===== src/hdl/eink_pixel_tone_curve_top_macros.svh =====
// ----------------------------------------------------------------------------
// Tone curve assertion macros
// Shared concurrent assertion forms for the pixel tone curve block.
// ----------------------------------------------------------------------------
`ifndef EINK_PIXEL_TONE_CURVE_TOP_MACROS_SVH
`define EINK_PIXEL_TONE_CURVE_TOP_MACROS_SVH

// The consequent must hold in the cycle after the antecedent.
`define EPT_ASSERT_NEXT(lbl, ante, cons, msg) \
   lbl: assert property (@(posedge clock) disable iff (reset) (ante) |=> (cons)) \
      else $error(msg);

// The consequent must hold after the delay dly, counted from the antecedent.
`define EPT_ASSERT_DELAY(lbl, ante, dly, cons, msg) \
   lbl: assert property (@(posedge clock) disable iff (reset) (ante) |-> ##(dly) (cons)) \
      else $error(msg);

`endif


===== src/hdl/ept_pkg.sv =====
// ----------------------------------------------------------------------------
// Tone curve package
// Types, register codes and shared arithmetic helpers for the tone curve.
// ----------------------------------------------------------------------------
package ept_pkg;

   // Register selects, decoded from paddr bit 2.
   localparam logic EPT_REG_VARIANT = 1'b0;
   localparam logic EPT_REG_QUALITY = 1'b1;

   // Register stages from an accepted pixel to its result strobe.
   localparam int EPT_LATENCY = 7;

   // Reciprocal of 100 scaled by 2**19; exact for magnitudes below 43690.
   localparam logic [12:0] EPT_RECIP100 = 13'd5243;
   // Reciprocal of 3 scaled by 2**9; exact for small operands.
   localparam logic [8:0]  EPT_RECIP3   = 9'd171;

   typedef struct packed {
      logic variant;
      logic quality;
   } ept_cfg_type;

   // Handoff from the sharpening half to the shaping half of the pipeline.
   typedef struct packed {
      logic              valid;
      logic [7:0]        gray;
      logic [7:0]        sharp;
      logic              alt_en;
      logic [7:0]        alt_tone;
      logic signed [6:0] knee;
      logic signed [4:0] dith;
   } ept_mid_type;

   // Signed division by 100 truncating toward zero.
   function automatic logic signed [9:0] ept_div100(input logic signed [16:0] v);
      logic [15:0] mag;
      logic [28:0] prod;
      logic [9:0]  quo;
      mag  = v[16] ? 16'(-v) : 16'(v);
      prod = 29'(mag) * 29'(EPT_RECIP100);
      quo  = prod[28:19];
      if (v[16]) begin
         return -$signed(quo);
      end
      return $signed(quo);
   endfunction

   function automatic logic [7:0] ept_clamp8(input logic signed [10:0] v);
      if (v < 11'sd0) begin
         return 8'd0;
      end
      if (v > 11'sd255) begin
         return 8'd255;
      end
      return v[7:0];
   endfunction

endpackage


===== src/hdl/ept_front.sv =====
// ----------------------------------------------------------------------------
// Tone curve front stages
// Neighbor difference, lift, knee and dither terms, and the sharpened gray.
// ----------------------------------------------------------------------------
module ept_front (
   input  logic                clock,
   input  logic                reset,
   input  ept_pkg::ept_cfg_type cfg,
   input  logic                in_valid,
   input  logic [7:0]          center_gray,
   input  logic [7:0]          left_gray,
   input  logic [7:0]          right_gray,
   input  logic [11:0]         pixel_x,
   input  logic [11:0]         pixel_y,
   output ept_pkg::ept_mid_type mid
);
   import ept_pkg::*;

   // Stage 1 signals.
   logic [8:0]         pair_sum;
   logic [7:0]         nb_avg;
   logic [5:0]         lift;
   logic [8:0]         alt_sum;
   logic [6:0]         knee_d;
   logic [3:0]         lat_a;
   logic [2:0]         lat_b;

   logic               s1_valid_ff, s1_valid_in;
   logic [7:0]         s1_gray_ff, s1_gray_in;
   logic signed [9:0]  s1_det_ff, s1_det_in;
   logic [7:0]         s1_altg_ff, s1_altg_in;
   logic [12:0]        s1_knee_p_ff, s1_knee_p_in;
   logic signed [5:0]  s1_dith_s_ff, s1_dith_s_in;

   // Stage 2 signals.
   logic [6:0]         gain;
   logic [16:0]        knee_prod;
   logic [5:0]         knee_q;
   logic [5:0]         dith_mag;
   logic [12:0]        dith_prod;
   logic [3:0]         dith_q;

   logic               s2_valid_ff, s2_valid_in;
   logic [7:0]         s2_gray_ff, s2_gray_in;
   logic signed [9:0]  s2_det_ff, s2_det_in;
   logic signed [16:0] s2_bp_ff, s2_bp_in;
   logic signed [16:0] s2_ap_ff, s2_ap_in;
   logic signed [6:0]  s2_knee_ff, s2_knee_in;
   logic signed [4:0]  s2_dith_ff, s2_dith_in;

   // Stage 3 signals.
   logic signed [9:0]  boost_raw;
   logic signed [9:0]  boost_lim;
   logic signed [9:0]  boost;
   logic signed [9:0]  sharp_thr;
   logic               sharp_on;

   ept_mid_type        s3_ff, s3_in;

   // ---------------------------------------------------------------- stage 1
   always_comb begin
      pair_sum = {1'b0, left_gray} + {1'b0, right_gray};
      nb_avg   = pair_sum[8:1];
      s1_det_in = $signed({2'b00, center_gray}) - $signed({2'b00, nb_avg});

      // Highlight edge lift saturates at 50 once the difference passes 21.
      if (s1_det_in > 10'sd21) begin
         lift = 6'd50;
      end else if (s1_det_in > 10'sd5) begin
         lift = 6'((s1_det_in - 10'sd5) * 10'sd3);
      end else begin
         lift = 6'd0;
      end
      alt_sum    = {1'b0, center_gray} + {3'b000, lift};
      s1_altg_in = alt_sum[8] ? 8'hFF : alt_sum[7:0];

      // Knee distance is only used when the gray is below 96.
      knee_d       = 7'(8'd96 - center_gray);
      s1_knee_p_in = cfg.variant ? 13'(knee_d) * 13'd56 : 13'(knee_d) * 13'd6;

      // The lattice terms only depend on the low coordinate bits.
      lat_a = (pixel_x[3:0] * 4'd13) + (pixel_y[3:0] * 4'd7)
            + ((pixel_x[3:0] ^ pixel_y[3:0]) * 4'd3);
      lat_b = (pixel_x[2:0] + pixel_y[2:0] * 3'd3) * 3'd5;
      s1_dith_s_in = $signed({2'b00, lat_a}) + $signed({3'b000, lat_b}) - 6'sd12;

      s1_valid_in = in_valid;
      s1_gray_in  = center_gray;
   end

   always_ff @(posedge clock) begin
      if (reset) begin
         s1_valid_ff <= 1'b0;
      end else begin
         s1_valid_ff <= s1_valid_in;
      end
   end

   always_ff @(posedge clock) begin
      s1_gray_ff   <= s1_gray_in;
      s1_det_ff    <= s1_det_in;
      s1_altg_ff   <= s1_altg_in;
      s1_knee_p_ff <= s1_knee_p_in;
      s1_dith_s_ff <= s1_dith_s_in;
   end

   // ---------------------------------------------------------------- stage 2
   always_comb begin
      gain     = cfg.quality ? 7'd105 : 7'd80;
      s2_bp_in = 17'(s1_det_ff) * $signed({10'b0, gain});
      s2_ap_in = 17'($signed({1'b0, s1_altg_ff}) - 9'sd128) <<< 7;

      // Knee: (distance * lift) / 96, done as a shift by 32 and a divide by 3.
      knee_prod  = 17'(s1_knee_p_ff[12:5]) * 17'(EPT_RECIP3);
      knee_q     = knee_prod[14:9];
      s2_knee_in = cfg.variant ? $signed({1'b0, knee_q}) : -$signed({1'b0, knee_q});

      // Dither: (sum * 8) / 12 equals two thirds of the sum, toward zero.
      dith_mag   = s1_dith_s_ff[5] ? 6'(-s1_dith_s_ff) : 6'(s1_dith_s_ff);
      dith_prod  = 13'({dith_mag[3:0], 1'b0}) * 13'(EPT_RECIP3);
      dith_q     = dith_prod[12:9];
      s2_dith_in = s1_dith_s_ff[5] ? -$signed({1'b0, dith_q}) : $signed({1'b0, dith_q});

      s2_valid_in = s1_valid_ff;
      s2_gray_in  = s1_gray_ff;
      s2_det_in   = s1_det_ff;
   end

   always_ff @(posedge clock) begin
      if (reset) begin
         s2_valid_ff <= 1'b0;
      end else begin
         s2_valid_ff <= s2_valid_in;
      end
   end

   always_ff @(posedge clock) begin
      s2_gray_ff <= s2_gray_in;
      s2_det_ff  <= s2_det_in;
      s2_bp_ff   <= s2_bp_in;
      s2_ap_ff   <= s2_ap_in;
      s2_knee_ff <= s2_knee_in;
      s2_dith_ff <= s2_dith_in;
   end

   // ---------------------------------------------------------------- stage 3
   always_comb begin
      boost_raw = ept_div100(s2_bp_ff);
      boost_lim = cfg.quality ? 10'sd38 : 10'sd130;
      sharp_thr = cfg.quality ? 10'sd3 : 10'sd18;
      if (boost_raw > boost_lim) begin
         boost = boost_lim;
      end else if (boost_raw < -boost_lim) begin
         boost = -boost_lim;
      end else begin
         boost = boost_raw;
      end
      sharp_on = (s2_det_ff > sharp_thr) || (s2_det_ff < -sharp_thr);

      s3_in.valid    = s2_valid_ff;
      s3_in.gray     = s2_gray_ff;
      s3_in.sharp    = sharp_on ? ept_clamp8($signed({3'b000, s2_gray_ff}) + 11'(boost))
                                : s2_gray_ff;
      s3_in.alt_en   = s2_det_ff > 10'sd5;
      s3_in.alt_tone = ept_clamp8(11'(ept_div100(s2_ap_ff)) + 11'sd128);
      s3_in.knee     = s2_knee_ff;
      s3_in.dith     = s2_dith_ff;
   end

   always_ff @(posedge clock) begin
      if (reset) begin
         s3_ff <= '0;
      end else begin
         s3_ff <= s3_in;
      end
   end

   assign mid = s3_ff;

endmodule


===== src/hdl/ept_back.sv =====
// ----------------------------------------------------------------------------
// Tone curve back stages
// Contrast curves, band lifts, knee, end snaps, dither and panel stretch.
// ----------------------------------------------------------------------------
module ept_back (
   input  logic                 clock,
   input  logic                 reset,
   input  ept_pkg::ept_cfg_type  cfg,
   input  ept_pkg::ept_mid_type  mid,
   output logic                 out_valid,
   output logic [7:0]           out_tone
);
   import ept_pkg::*;

   // Stage 4 signals.
   logic signed [8:0]  sharp_off;

   logic               s4_valid_ff, s4_valid_in;
   logic [7:0]         s4_gray_ff, s4_gray_in;
   logic signed [16:0] s4_cp_ff, s4_cp_in;
   logic               s4_bias_hi_ff, s4_bias_hi_in;
   logic               s4_alt_en_ff, s4_alt_en_in;
   logic [7:0]         s4_alt_tone_ff, s4_alt_tone_in;
   logic signed [6:0]  s4_knee_ff, s4_knee_in;
   logic signed [4:0]  s4_dith_ff, s4_dith_in;

   // Stage 5 signals.
   logic signed [10:0] curve_t;
   logic [7:0]         med_t;
   logic signed [10:0] qual_t;

   logic               s5_valid_ff, s5_valid_in;
   logic [7:0]         s5_gray_ff, s5_gray_in;
   logic signed [10:0] s5_tone_ff, s5_tone_in;
   logic signed [4:0]  s5_dith_ff, s5_dith_in;

   // Stage 6 signals.
   logic signed [10:0] dith_add;

   logic               s6_valid_ff, s6_valid_in;
   logic [7:0]         s6_res_ff, s6_res_in;
   logic signed [16:0] s6_vp_ff, s6_vp_in;
   logic               s6_use_vp_ff, s6_use_vp_in;
   logic               s6_low_ff, s6_low_in;
   logic               s6_high_ff, s6_high_in;

   // Output stage.
   logic               out_valid_ff, out_valid_in;
   logic [7:0]         out_tone_ff, out_tone_in;

   // ---------------------------------------------------------------- stage 4
   always_comb begin
      if (!cfg.quality) begin
         sharp_off = $signed({1'b0, mid.sharp}) - 9'sd128;
         s4_cp_in  = 17'(sharp_off) <<< 7;
      end else if (mid.sharp[7]) begin
         sharp_off = $signed({1'b0, mid.sharp}) - 9'sd128;
         s4_cp_in  = 17'(sharp_off) * 17'sd162;
      end else begin
         sharp_off = $signed({1'b0, mid.sharp}) - 9'sd64;
         s4_cp_in  = 17'(sharp_off) * 17'sd122;
      end
      // The split curve pivots at 64 below mid gray, everything else at 128.
      s4_bias_hi_in  = mid.sharp[7] || !cfg.quality;
      s4_valid_in    = mid.valid;
      s4_gray_in     = mid.gray;
      s4_alt_en_in   = mid.alt_en;
      s4_alt_tone_in = mid.alt_tone;
      s4_knee_in     = mid.knee;
      s4_dith_in     = mid.dith;
   end

   always_ff @(posedge clock) begin
      if (reset) begin
         s4_valid_ff <= 1'b0;
      end else begin
         s4_valid_ff <= s4_valid_in;
      end
   end

   always_ff @(posedge clock) begin
      s4_gray_ff     <= s4_gray_in;
      s4_cp_ff       <= s4_cp_in;
      s4_bias_hi_ff  <= s4_bias_hi_in;
      s4_alt_en_ff   <= s4_alt_en_in;
      s4_alt_tone_ff <= s4_alt_tone_in;
      s4_knee_ff     <= s4_knee_in;
      s4_dith_ff     <= s4_dith_in;
   end

   // ---------------------------------------------------------------- stage 5
   always_comb begin
      curve_t = 11'(ept_div100(s4_cp_ff)) + (s4_bias_hi_ff ? 11'sd128 : 11'sd64);

      med_t = ept_clamp8(curve_t);
      if (s4_alt_en_ff && (s4_alt_tone_ff > med_t)) begin
         med_t = s4_alt_tone_ff;
      end
      if ((s4_gray_ff >= 8'd52) && (s4_gray_ff <= 8'd126)) begin
         med_t = ept_clamp8($signed({3'b000, med_t}) + 11'sd6);
      end
      if ((s4_gray_ff >= 8'd104) && (s4_gray_ff <= 8'd188)) begin
         med_t = ept_clamp8($signed({3'b000, med_t}) + 11'sd8);
      end

      qual_t = curve_t + ((s4_gray_ff < 8'd96) ? 11'(s4_knee_ff) : 11'sd0);

      s5_tone_in  = cfg.quality ? qual_t : $signed({3'b000, med_t});
      s5_valid_in = s4_valid_ff;
      s5_gray_in  = s4_gray_ff;
      s5_dith_in  = s4_dith_ff;
   end

   always_ff @(posedge clock) begin
      if (reset) begin
         s5_valid_ff <= 1'b0;
      end else begin
         s5_valid_ff <= s5_valid_in;
      end
   end

   always_ff @(posedge clock) begin
      s5_gray_ff <= s5_gray_in;
      s5_tone_ff <= s5_tone_in;
      s5_dith_ff <= s5_dith_in;
   end

   // ---------------------------------------------------------------- stage 6
   always_comb begin
      dith_add = ((s5_gray_ff > 8'd22) && (s5_gray_ff < 8'd208)) ? 11'(s5_dith_ff)
                                                                 : 11'sd0;
      if (cfg.quality) begin
         // Solid gray ends win over everything shaped after them.
         if (s5_gray_ff <= 8'd12) begin
            s6_res_in = 8'd0;
         end else if (s5_gray_ff >= 8'd218) begin
            s6_res_in = 8'd255;
         end else if (s5_tone_ff <= 11'sd8) begin
            s6_res_in = 8'd0;
         end else if (s5_tone_ff >= 11'sd238) begin
            s6_res_in = 8'd255;
         end else begin
            s6_res_in = ept_clamp8(s5_tone_ff + dith_add);
         end
      end else begin
         s6_res_in = s5_tone_ff[7:0];
      end

      s6_vp_in     = 17'(s5_tone_ff - 11'sd180) * 17'sd120;
      s6_use_vp_in = cfg.variant && !cfg.quality;
      s6_low_in    = s5_tone_ff <= 11'sd20;
      s6_high_in   = s5_tone_ff >= 11'sd255;
      s6_valid_in  = s5_valid_ff;
   end

   always_ff @(posedge clock) begin
      if (reset) begin
         s6_valid_ff <= 1'b0;
      end else begin
         s6_valid_ff <= s6_valid_in;
      end
   end

   always_ff @(posedge clock) begin
      s6_res_ff    <= s6_res_in;
      s6_vp_ff     <= s6_vp_in;
      s6_use_vp_ff <= s6_use_vp_in;
      s6_low_ff    <= s6_low_in;
      s6_high_ff   <= s6_high_in;
   end

   // ----------------------------------------------------------- output stage
   always_comb begin
      if (!s6_use_vp_ff) begin
         out_tone_in = s6_res_ff;
      end else if (s6_low_ff) begin
         out_tone_in = 8'd0;
      end else if (s6_high_ff) begin
         out_tone_in = 8'd255;
      end else begin
         out_tone_in = ept_clamp8(11'(ept_div100(s6_vp_ff)) + 11'sd180);
      end
      out_valid_in = s6_valid_ff;
   end

   always_ff @(posedge clock) begin
      if (reset) begin
         out_valid_ff <= 1'b0;
      end else begin
         out_valid_ff <= out_valid_in;
      end
   end

   always_ff @(posedge clock) begin
      out_tone_ff <= out_tone_in;
   end

   assign out_valid = out_valid_ff;
   assign out_tone  = out_tone_ff;

endmodule


===== src/hdl/eink_pixel_tone_curve_top.sv =====
// ----------------------------------------------------------------------------
// E-paper pixel tone curve
// Shapes one gray pixel per clock into a panel tone from its neighbors.
// ----------------------------------------------------------------------------
//  Channel   Handshake                        Payload
//  request   start (busy is always low)       req_center/left/right_gray, req_pixel_x/y
//  response  rsp_valid, one-cycle strobe      rsp_tone
//  config    psel/penable/pwrite, pready = 1  paddr, pwdata, prdata
//
//  A pixel is accepted at every edge where start is high; one can enter each cycle.
//  Its tone appears on rsp_tone with rsp_valid after the seven register stages of
//  the curve pipeline, one per pixel, in order.
//  Reset clears the stage valid bits and both configuration registers.
//  The result port cannot be stalled, so the pipeline never holds.
// ----------------------------------------------------------------------------
`include "eink_pixel_tone_curve_top_macros.svh"

module eink_pixel_tone_curve_top (
   input  logic        clock,
   input  logic        reset,
   input  logic        start,
   output logic        busy,
   input  logic [7:0]  req_center_gray,
   input  logic [7:0]  req_left_gray,
   input  logic [7:0]  req_right_gray,
   input  logic [11:0] req_pixel_x,
   input  logic [11:0] req_pixel_y,
   output logic        rsp_valid,
   output logic [7:0]  rsp_tone,
   input  logic        psel,
   input  logic        penable,
   input  logic        pwrite,
   input  logic [2:0]  paddr,
   input  logic [31:0] pwdata,
   output logic [31:0] prdata,
   output logic        pready
);
   import ept_pkg::*;

   logic        panel_variant_ff, panel_variant_in;
   logic        quality_curve_ff, quality_curve_in;
   logic        csr_write;
   ept_cfg_type cfg;
   ept_mid_type mid;

   // ------------------------------------------------------------ config port
   assign csr_write = psel && penable && pwrite && pready;

   always_comb begin
      panel_variant_in = panel_variant_ff;
      quality_curve_in = quality_curve_ff;
      if (csr_write) begin
         case (paddr[2])
            EPT_REG_VARIANT: panel_variant_in = pwdata[0];
            EPT_REG_QUALITY: quality_curve_in = pwdata[0];
            default: begin
            end
         endcase
      end
   end

   always_ff @(posedge clock) begin
      if (reset) begin
         panel_variant_ff <= 1'b0;
         quality_curve_ff <= 1'b0;
      end else begin
         panel_variant_ff <= panel_variant_in;
         quality_curve_ff <= quality_curve_in;
      end
   end

   always_comb begin
      case (paddr[2])
         EPT_REG_VARIANT: prdata = {31'b0, panel_variant_ff};
         EPT_REG_QUALITY: prdata = {31'b0, quality_curve_ff};
         default:         prdata = 32'b0;
      endcase
   end

   assign pready      = 1'b1;
   assign cfg.variant = panel_variant_ff;
   assign cfg.quality = quality_curve_ff;

   // Fully pipelined with no back-pressure, so a transfer is never refused.
   assign busy = 1'b0;

   // -------------------------------------------------------------- pipeline
   ept_front u_front (
      .clock       (clock),
      .reset       (reset),
      .cfg         (cfg),
      .in_valid    (start && !busy),
      .center_gray (req_center_gray),
      .left_gray   (req_left_gray),
      .right_gray  (req_right_gray),
      .pixel_x     (req_pixel_x),
      .pixel_y     (req_pixel_y),
      .mid         (mid)
   );

   ept_back u_back (
      .clock     (clock),
      .reset     (reset),
      .cfg       (cfg),
      .mid       (mid),
      .out_valid (rsp_valid),
      .out_tone  (rsp_tone)
   );

   // ------------------------------------------------------------ assertions
   `EPT_ASSERT_DELAY(a_latency, start && !busy, EPT_LATENCY, rsp_valid, "missing tone strobe")
   `EPT_ASSERT_NEXT(a_variant_wr, csr_write && !paddr[2], panel_variant_ff == $past(pwdata[0]), "panel variant write lost")
   `EPT_ASSERT_NEXT(a_quality_wr, csr_write && paddr[2], quality_curve_ff == $past(pwdata[0]), "quality curve write lost")

endmodule

===== config.mk =====
export PLATFORM = sky130hd
export DESIGN_NAME = eink_pixel_tone_curve_top
export DESIGN_NICKNAME = d
export VERILOG_FILES = /design/src/hdl/ept_pkg.sv /design/src/hdl/ept_front.sv /design/src/hdl/ept_back.sv /design/src/hdl/eink_pixel_tone_curve_top.sv
export VERILOG_INCLUDE_DIRS = /design/src /design/src/hdl
export SDC_FILE = /design/constraint.sdc
export NUM_CORES = 2
export LEC_CHECK = 0
export BUFFER_PORTS_ARGS = -buffer_cell sky130_fd_sc_hd__clkbuf_2
export CAP_MARGIN = 30
export CORE_UTILIZATION = 65
export DETAILED_ROUTE_END_ITERATION = 12
export GPL_TIMING_DRIVEN = 0
export PLACE_DENSITY = 0.85
export SYNTH_ARGS = -nofsm -noshare
export SYNTH_HDL_FRONTEND = slang
export SYNTH_SLANG_ARGS = --single-unit

===== constraint.sdc =====
create_clock -name clock -period 20 [get_ports clock]
set_input_delay 2 -clock clock [delete_from_list [all_inputs] [get_ports clock]]
set_output_delay 2 -clock clock [all_outputs]
set_load 0.02 [all_outputs]

# ---- Word level (Yosys, flattened, before mapping)
# Index checks and enable logic that the tools add are counted.
dict set report word_totals {
  elab_cells 270
  output_inout_bits 43
  inputBits 89
  ff_bits 247
}
dict set report classes {
  bitwise 2
  reduce_logical 12
  n_mux 121
  order_cmp 35
  n_mul 18
  addsub 35
}
# operator count
set ops {}
lappend ops {{two-way mux 8 bit} 43}
lappend ops {{two-way mux 10 bit} 14}
lappend ops {{multiplier 16 x 13 -> 29 bit, second input constant} 4}
lappend ops {{greater-than comparator 11 x 9 -> 1 bit, second input constant} 7}
lappend ops {{less-than comparator 11 x 1 -> 1 bit, second input constant} 7}
lappend ops {{two-way mux 16 bit} 4}
lappend ops {{negation 16 bit} 4}
lappend ops {{one-hot mux 32 bit (2 select lines)} 1}
lappend ops {{negation 10 bit} 6}
lappend ops {{two-way mux 1 bit} 48}
lappend ops {{two-way mux 17 bit} 2}
lappend ops {{two-way mux 6 bit} 4}
lappend ops {{adder 10 x 9 -> 11 bit, second input constant} 2}
lappend ops {{adder 11 bit} 2}
lappend ops {{greater-or-equal comparator 11 x 9 -> 1 bit, second input constant} 2}
lappend ops {{two-way mux 11 bit} 2}
lappend ops {{greater-than comparator 9 x 4 -> 1 bit, second input constant} 2}
lappend ops {{subtractor 8 x 8 -> 9 bit, second input constant} 2}
lappend ops {{multiplier 17 x 5 -> 14 bit, second input constant} 1}
lappend ops {{multiplier 9 x 8 -> 17 bit} 1}
lappend ops {{multiplier 9 x 7 -> 16 bit, second input constant} 1}
lappend ops {{multiplier 9 x 8 -> 16 bit, second input constant} 1}
lappend ops {{multiplier 8 x 8 -> 15 bit, second input constant} 1}
lappend ops {{multiplier 4 x 8 -> 12 bit, second input constant} 1}
lappend ops {{other kinds (50)} 61}

# ---- Longest topological paths before layout
dict set report depth {
  depth_word 34
  depth_mapped 57
  depth_no_buf 57
}

# ---- Cells and area by module
# From an unflattened synthesis, not the netlist that was laid out.
dict set report hier_totals {
  hier_cells 3812
  area_unflattened_um2 34420.5
}
# module cells_per_inst area_each_um2 n_inst seq_area_each_um2
set by_module_without_submodules {}
lappend by_module_without_submodules {ept_front 1854 17047.6 1 2642.5}
lappend by_module_without_submodules {ept_back 1913 17012.6 1 2142.1}
lappend by_module_without_submodules {eink_pixel_tone_curve_top 45 360.3 1 40.0}

# ---- Worst setup path after synthesis
# Ideal clock, no wire load.
dict set report synth_path {
  path_kind {flip-flop to flip-flop}
  startpoint {register u_back.s4_cp_ff[1]}
  endpoint {register u_back.s5_tone_ff[3]}
  setup_ns 0.074
  synth_period_minus_slack_ns 12.139
  t_arrival_ns 12.065
  n_path_buf 0
  path_slack_ns 7.861
  required_time_ns 19.926
  stages_incl_launch_ff 53
  path_cell_list {dfxtp_1 inv_1 ha_1 nand3b_1 or2_2 o21ai_0 nand2_1 xor2_1 and2_1 nor2_1 fa_1 fa_1 fa_1 inv_1 fa_1 inv_1 ha_1 o21a_1 (+17 left out) a21o_1 a21oi_1 o21ai_0 o211a_1 nor4_1 a22o_1 inv_1 ha_1 a221oi_1 a2111o_1 a211o_1 nand2_1 ha_1 inv_1 or4b_1 a2111oi_2 a211oi_1 a31oi_1}
}
dict set report synth_between {
  elab_chain_len 32
  word_cells_on_any_way 44
  cone_classes {add/sub: 6; mul: 1; order compare: 7; mux: 29; reduce/logical: 1}
}
# item line_no
set synth_rtl {}
lappend synth_rtl {{from (decl)} ept_back.sv:20} ;# logic signed [16:0] s4_cp_ff, s4_cp_in;
lappend synth_rtl {{from (signal assigned)} ept_back.sv:83} ;# s4_cp_ff <= s4_cp_in;
lappend synth_rtl {{negation 16 bit} ept_pkg.sv:40} ;# mag = v[16] ? 16'(-v) : 16'(v);
lappend synth_rtl {{two-way mux 16 bit *} ept_pkg.sv:40}
lappend synth_rtl {{multiplier 16 x 13 -> 29 bit *} ept_pkg.sv:41} ;# prod = 29'(mag) * 29'(EPT_RECIP100);
lappend synth_rtl {{negation 10 bit} ept_pkg.sv:44} ;# return -$signed(quo);
lappend synth_rtl {{two-way mux 10 bit} ept_pkg.sv:43} ;# if (v[16]) begin
lappend synth_rtl {{two-way mux 10 bit *} ept_pkg.sv:46} ;# return $signed(quo);
lappend synth_rtl {{adder 10 x 9 -> 11 bit *} ept_back.sv:93} ;# curve_t = 11'(ept_div100(s4_cp_ff)) + (s4_bias_hi_ff ? 11'sd128 : 11'sd64);
lappend synth_rtl {{greater-than comparator 11 x 9 -> 1 bit} ept_pkg.sv:53} ;# if (v > 11'sd255) begin
lappend synth_rtl {{(+16 left out)} --}
lappend synth_rtl {{greater-than comparator 11 x 9 -> 1 bit} ept_pkg.sv:53}
lappend synth_rtl {{two-way mux 1 bit (2 in series)} ept_pkg.sv:53}
lappend synth_rtl {{two-way mux 1 bit} ept_back.sv:102} ;# if ((s4_gray_ff >= 8'd104) && (s4_gray_ff <= 8'd188)) begin
lappend synth_rtl {{two-way mux 8 bit} ept_pkg.sv:56} ;# return v[7:0];
lappend synth_rtl {{two-way mux 8 bit} ept_pkg.sv:53}
lappend synth_rtl {{two-way mux 8 bit} ept_back.sv:102}
lappend synth_rtl {{two-way mux 8 bit *} ept_back.sv:108} ;# s5_tone_in = cfg.quality ? qual_t : $signed({3'b000, med_t});
lappend synth_rtl {{via u_back.s5_tone_in[3]} ept_back.sv:34} ;# logic signed [10:0] s5_tone_ff, s5_tone_in;
lappend synth_rtl {{to (signal assigned)} ept_back.sv:124} ;# s5_tone_ff <= s5_tone_in;
lappend synth_rtl {{to (decl)} ept_back.sv:34}
# Mark *: on every way through the listed nets, which the timed path passes. The rest lies on a longest branch. The select of a mux whose other input is x is not followed.
# A chain may end at the register's enable or synchronous reset.

# ---- Worst setup path in the final report
dict set report layout_path {
  startpoint {register u_back.s4_cp_ff[1]}
  endpoint {register u_back.s5_tone_ff[2]}
}
# Same word-level chain as after synthesis.

==> key figures <==
Route
  – Routed len/inst: ~15 µm
  – Drt pass-1 iters: 7
  – DR vias/cell: 5.60
  – Post-DRT Antenna Nets: 0
  – Drt drc: 0
  – Routed WL: between 60000 and 70000 µm
  – Initial DRC count: 1561
  – Via count: approximately 25000

Synthesis
  – Primary FF master, synth: dfxtp_1
  – Most common cell in the netlist: inv_1
  – Yosys reg bits: between 200 and 250
  – Synth area leaders: ha_1 25%, fa_1 20%, dfxtp_1 14%
  – Adder-cell share of the synthesized area: about 44%
  – EDFF count, synth: 0
  – Syn Std Cell Area: 33600 µm²
  – Syn avg cell area: 9.09 µm²
  – Ys Warns: 0
  – Synth cell count leaders: 734 x inv_1, 662 x ha_1, 330 x fa_1
  – Simple-Gate Fraction of Synth Area: between 10% and 20%
  – Dominant cell type by area after synthesis: ha_1
  – Post-synth cell types: 89
  – Multiplexer share of the synthesized area: less than 1%
  – Synth Instances: roughly 3700
  – Area share of xor/xnor cells in the synthesized design: under 10%
  – Top-area cell type share of the netlist area: between 20% and 30%
  – Synth Area in Compound Gates: approximately an eighth
  – Largest family of logic cells by synthesized area: adder cells
  – Post-synthesis sequential area ratio: approximately 14%
  – Post-synth ARST share: 0%

Worst setup path
  – Slowest stage cell, crit path: or4_1
  – Crit path capture type: flop
  – R2r endpoint: u_back.s5_tone_ff[2]
  – R2r startpoint: u_back.s4_cp_ff[1]
  – CP arrival: roughly 15000 ps
  – Most Frequent Cell on Critical Path: inv_1
  – CP max stage delay: a little over 600 ps
  – Crit-path max FO: 7
  – Crit path required time: a little over 20000 ps
  – Kind of critical path: reg2reg
  – R2r worst-path depth: 52
  – Worst reg-to-reg setup slack: between 5000 and 6000 ps
  – CP startpoint kind: flop

Place
  – Buffers on Ports: between 40 and 50
  – DP Wirelength: approximately 59000 µm
  – Final GP Congestion: around 0.97

Clock network
  – CTS tree: done
  – Hold buffers post-CTS: 0
  – CTS resizes: 0
  – Worst skew pair latency: ~570 ps
  – Post-CTS Repair Setup Buffers: 0
  – Max Buffers Root-to-Sink: 3
  – H-tree depth: 1
  – Clock sink count: between 200 and 250
  – CTS Buf Count: 27
  – Clock Root Buffer: clkbuf_16
  – Clk slew on worst S/H paths: 60 ps

Timing
  – FMAX: 70.0 MHz
  – Final setup vio count: 0
  – Relative slew slack: just under 30%
  – Final Max Tran Viols: 0
  – Final Hold Vio Count: 0
  – Min cycle time layout: 14290 ps
  – Pin slew with the least headroom to its limit: between 1000 and 1500 ps
  – Final period util: a little under three quarters
  – Setup TNS: 0 ps
  – RSZ-0062 raised after global routing: no
  – Post-route clock skew: 8.92 ps

Finish
  – Register Area: between 4000 and 5000 µm²
  – Fillers: approximately 3700
  – Area taken by multi-input logic gates: about 26000 µm²
  – Nets: about 4900
  – Layout cell share with drive strength beyond 1: about 4.7%
  – Syn-to-layout area delta: 6.78%

Min path
  – WHS Endpoint: u_back.s4_gray_ff[6]
  – Worst Hold Class: reg2reg
  – Hold path cells: 0
  – Startpoint of the lowest-slack hold path: u_front.mid[35]

Floorplanning
  – Area of the die: approximately 53000 µm²
  – Num rows: 82
  – I/O pin count: ~130
  – Die height: between 200 and 250 µm
  – Core area: a little over 50000 µm²
  – Starting Density: between 60% and 70%
  – Die width: roughly 230 µm

GRT
  – First-pass GRT wire length: 117000 µm
  – Number of global-route vias before repair: 25442
  – Largest net degree at the start of global routing: 16
  – Total grt overflow: 0
  – Global Route Usage Sum: a little over a quarter
  – Initial antenna violation count: 1

Flow run
  – Max_cap viols: 0

Run status
  – Status: finished clean
[placed cells by master, fill, tap and decap left out, types with 35 or more instances in the layout]
cell and n:
nand2b_1 36, ha_1 662, nor2_1 142, dfxtp_1 241, clkbuf_1 46, and2_1 42
xnor2_1 194, inv_1 734, conb_1 49, nand2_1 162, clkbuf_2 47, xor2_1 82
nor3_1 49, o21ai_0 112, fa_1 330, nor2b_1 68, o21bai_1 48, buf_4 35
a21o_1 67, a21oi_1 182
[logic make-up (layout without fill, tap and decap cells)]
group	Yosys count	after routing
other	2	50
xor gates and xnor gates	280	280
and+or+nand+nor	666	666
AOI/OAI and AO/OA	671	671
muxes	27	27
adders and majority gates	992	992
DFF	241	241
buffers and inverters	820	922
[routing by layer]
metal  GRT usage, %  up-vias  share of wire [%]
met5              0        -                  0
met1           33.5    12035                 43
met3           2.49      155                4.6
met2           47.9      639                 49
met4           8.54        0                3.3
li1               -    12477                  -
[worst max path at each step]
stage                                   from                   end  slack, ps  cells after the start
after floorplan           u_back.s4_cp_ff[1]  u_back.s5_tone_ff[3]       7860                     52
after global placement    u_back.s4_cp_ff[1]  u_back.s5_tone_ff[4]       6290                     52
after detailed placement  u_back.s4_cp_ff[1]  u_back.s5_tone_ff[3]       5990                     52
after CTS                 u_back.s4_cp_ff[1]  u_back.s5_tone_ff[4]       5910                     52
after global routing      u_back.s4_cp_ff[1]  u_back.s5_tone_ff[1]       4980                     52
final                     u_back.s4_cp_ff[1]  u_back.s5_tone_ff[2]       5710                     52
[state kept, by name (all words and copies together) (netlist names), 5 cells and up]
register / count
u_back.s6_res_ff: 8
u_front.s1_det_ff: 9
u_back.s4_dith_ff: 5
u_back.s4_knee_ff: 7
u_front.s2_dith_ff: 5
u_front.mid: 38
u_back.s4_alt_tone_ff: 8
u_front.s2_gray_ff: 8
u_back.s5_tone_ff: 11
u_back.out_tone: 8
u_front.s2_knee_ff: 7
u_front.s2_ap_ff: 8
u_back.s4_gray_ff: 8
u_back.s5_dith_ff: 5
u_front.s1_gray_ff: 8
u_back.s5_gray_ff: 8
u_front.s2_det_ff: 9
u_back.s6_vp_ff: 14
u_front.s1_dith_s_ff: 5
u_front.s1_altg_ff: 8
u_front.s2_bp_ff: 17
u_front.s1_knee_p_ff: 8
u_back.s4_cp_ff: 16
[stage by stage]
step           area (µm²)  util, %  cells  hold WS [ps]  worst slack (ps)
6_report            35900     71.0   4521           319              5710
5_1_grt             35900     71.0   4521           322              4980
4_1_cts             35900     70.9   4518           323              5910
3_5_place_dp        34900     69.0   4468           312              5990
3_3_place_gp        34900     68.9   4465           310              6290
2_1_floorplan       33800        -   3746           310              7860
[area by class of cell]
class / count / share of cell area (%)
Antenna cell: 1 / 0.00697
Buffer: 83 / 1.24
Clock buffer: 34 / 2.07
Clock inverter: 16 / 0.694
Inverter: 737 / 7.71
Multi-Input combinational cell: 2685 / 71.8
Sequential cell: 241 / 13.4
Tap cell: 672 / 2.34
Timing Repair Buffer: 52 / 0.746
[worst max-delay path, delay by kind of cell, from the launching register on]
family                   cells  cell delay (ps)
XOR/XNOR                     3             1070
flip-flops                   1              420
AND/OR/NAND/NOR             10             2830
buffers and inverters        9             1130
adder cells (fa/ha/maj)     12             4360
AO/OA/AOI/OAI               18             4360
Power is not shown: default switching activity piles up to over one toggle a cycle in this logic, so the estimate is an artifact.
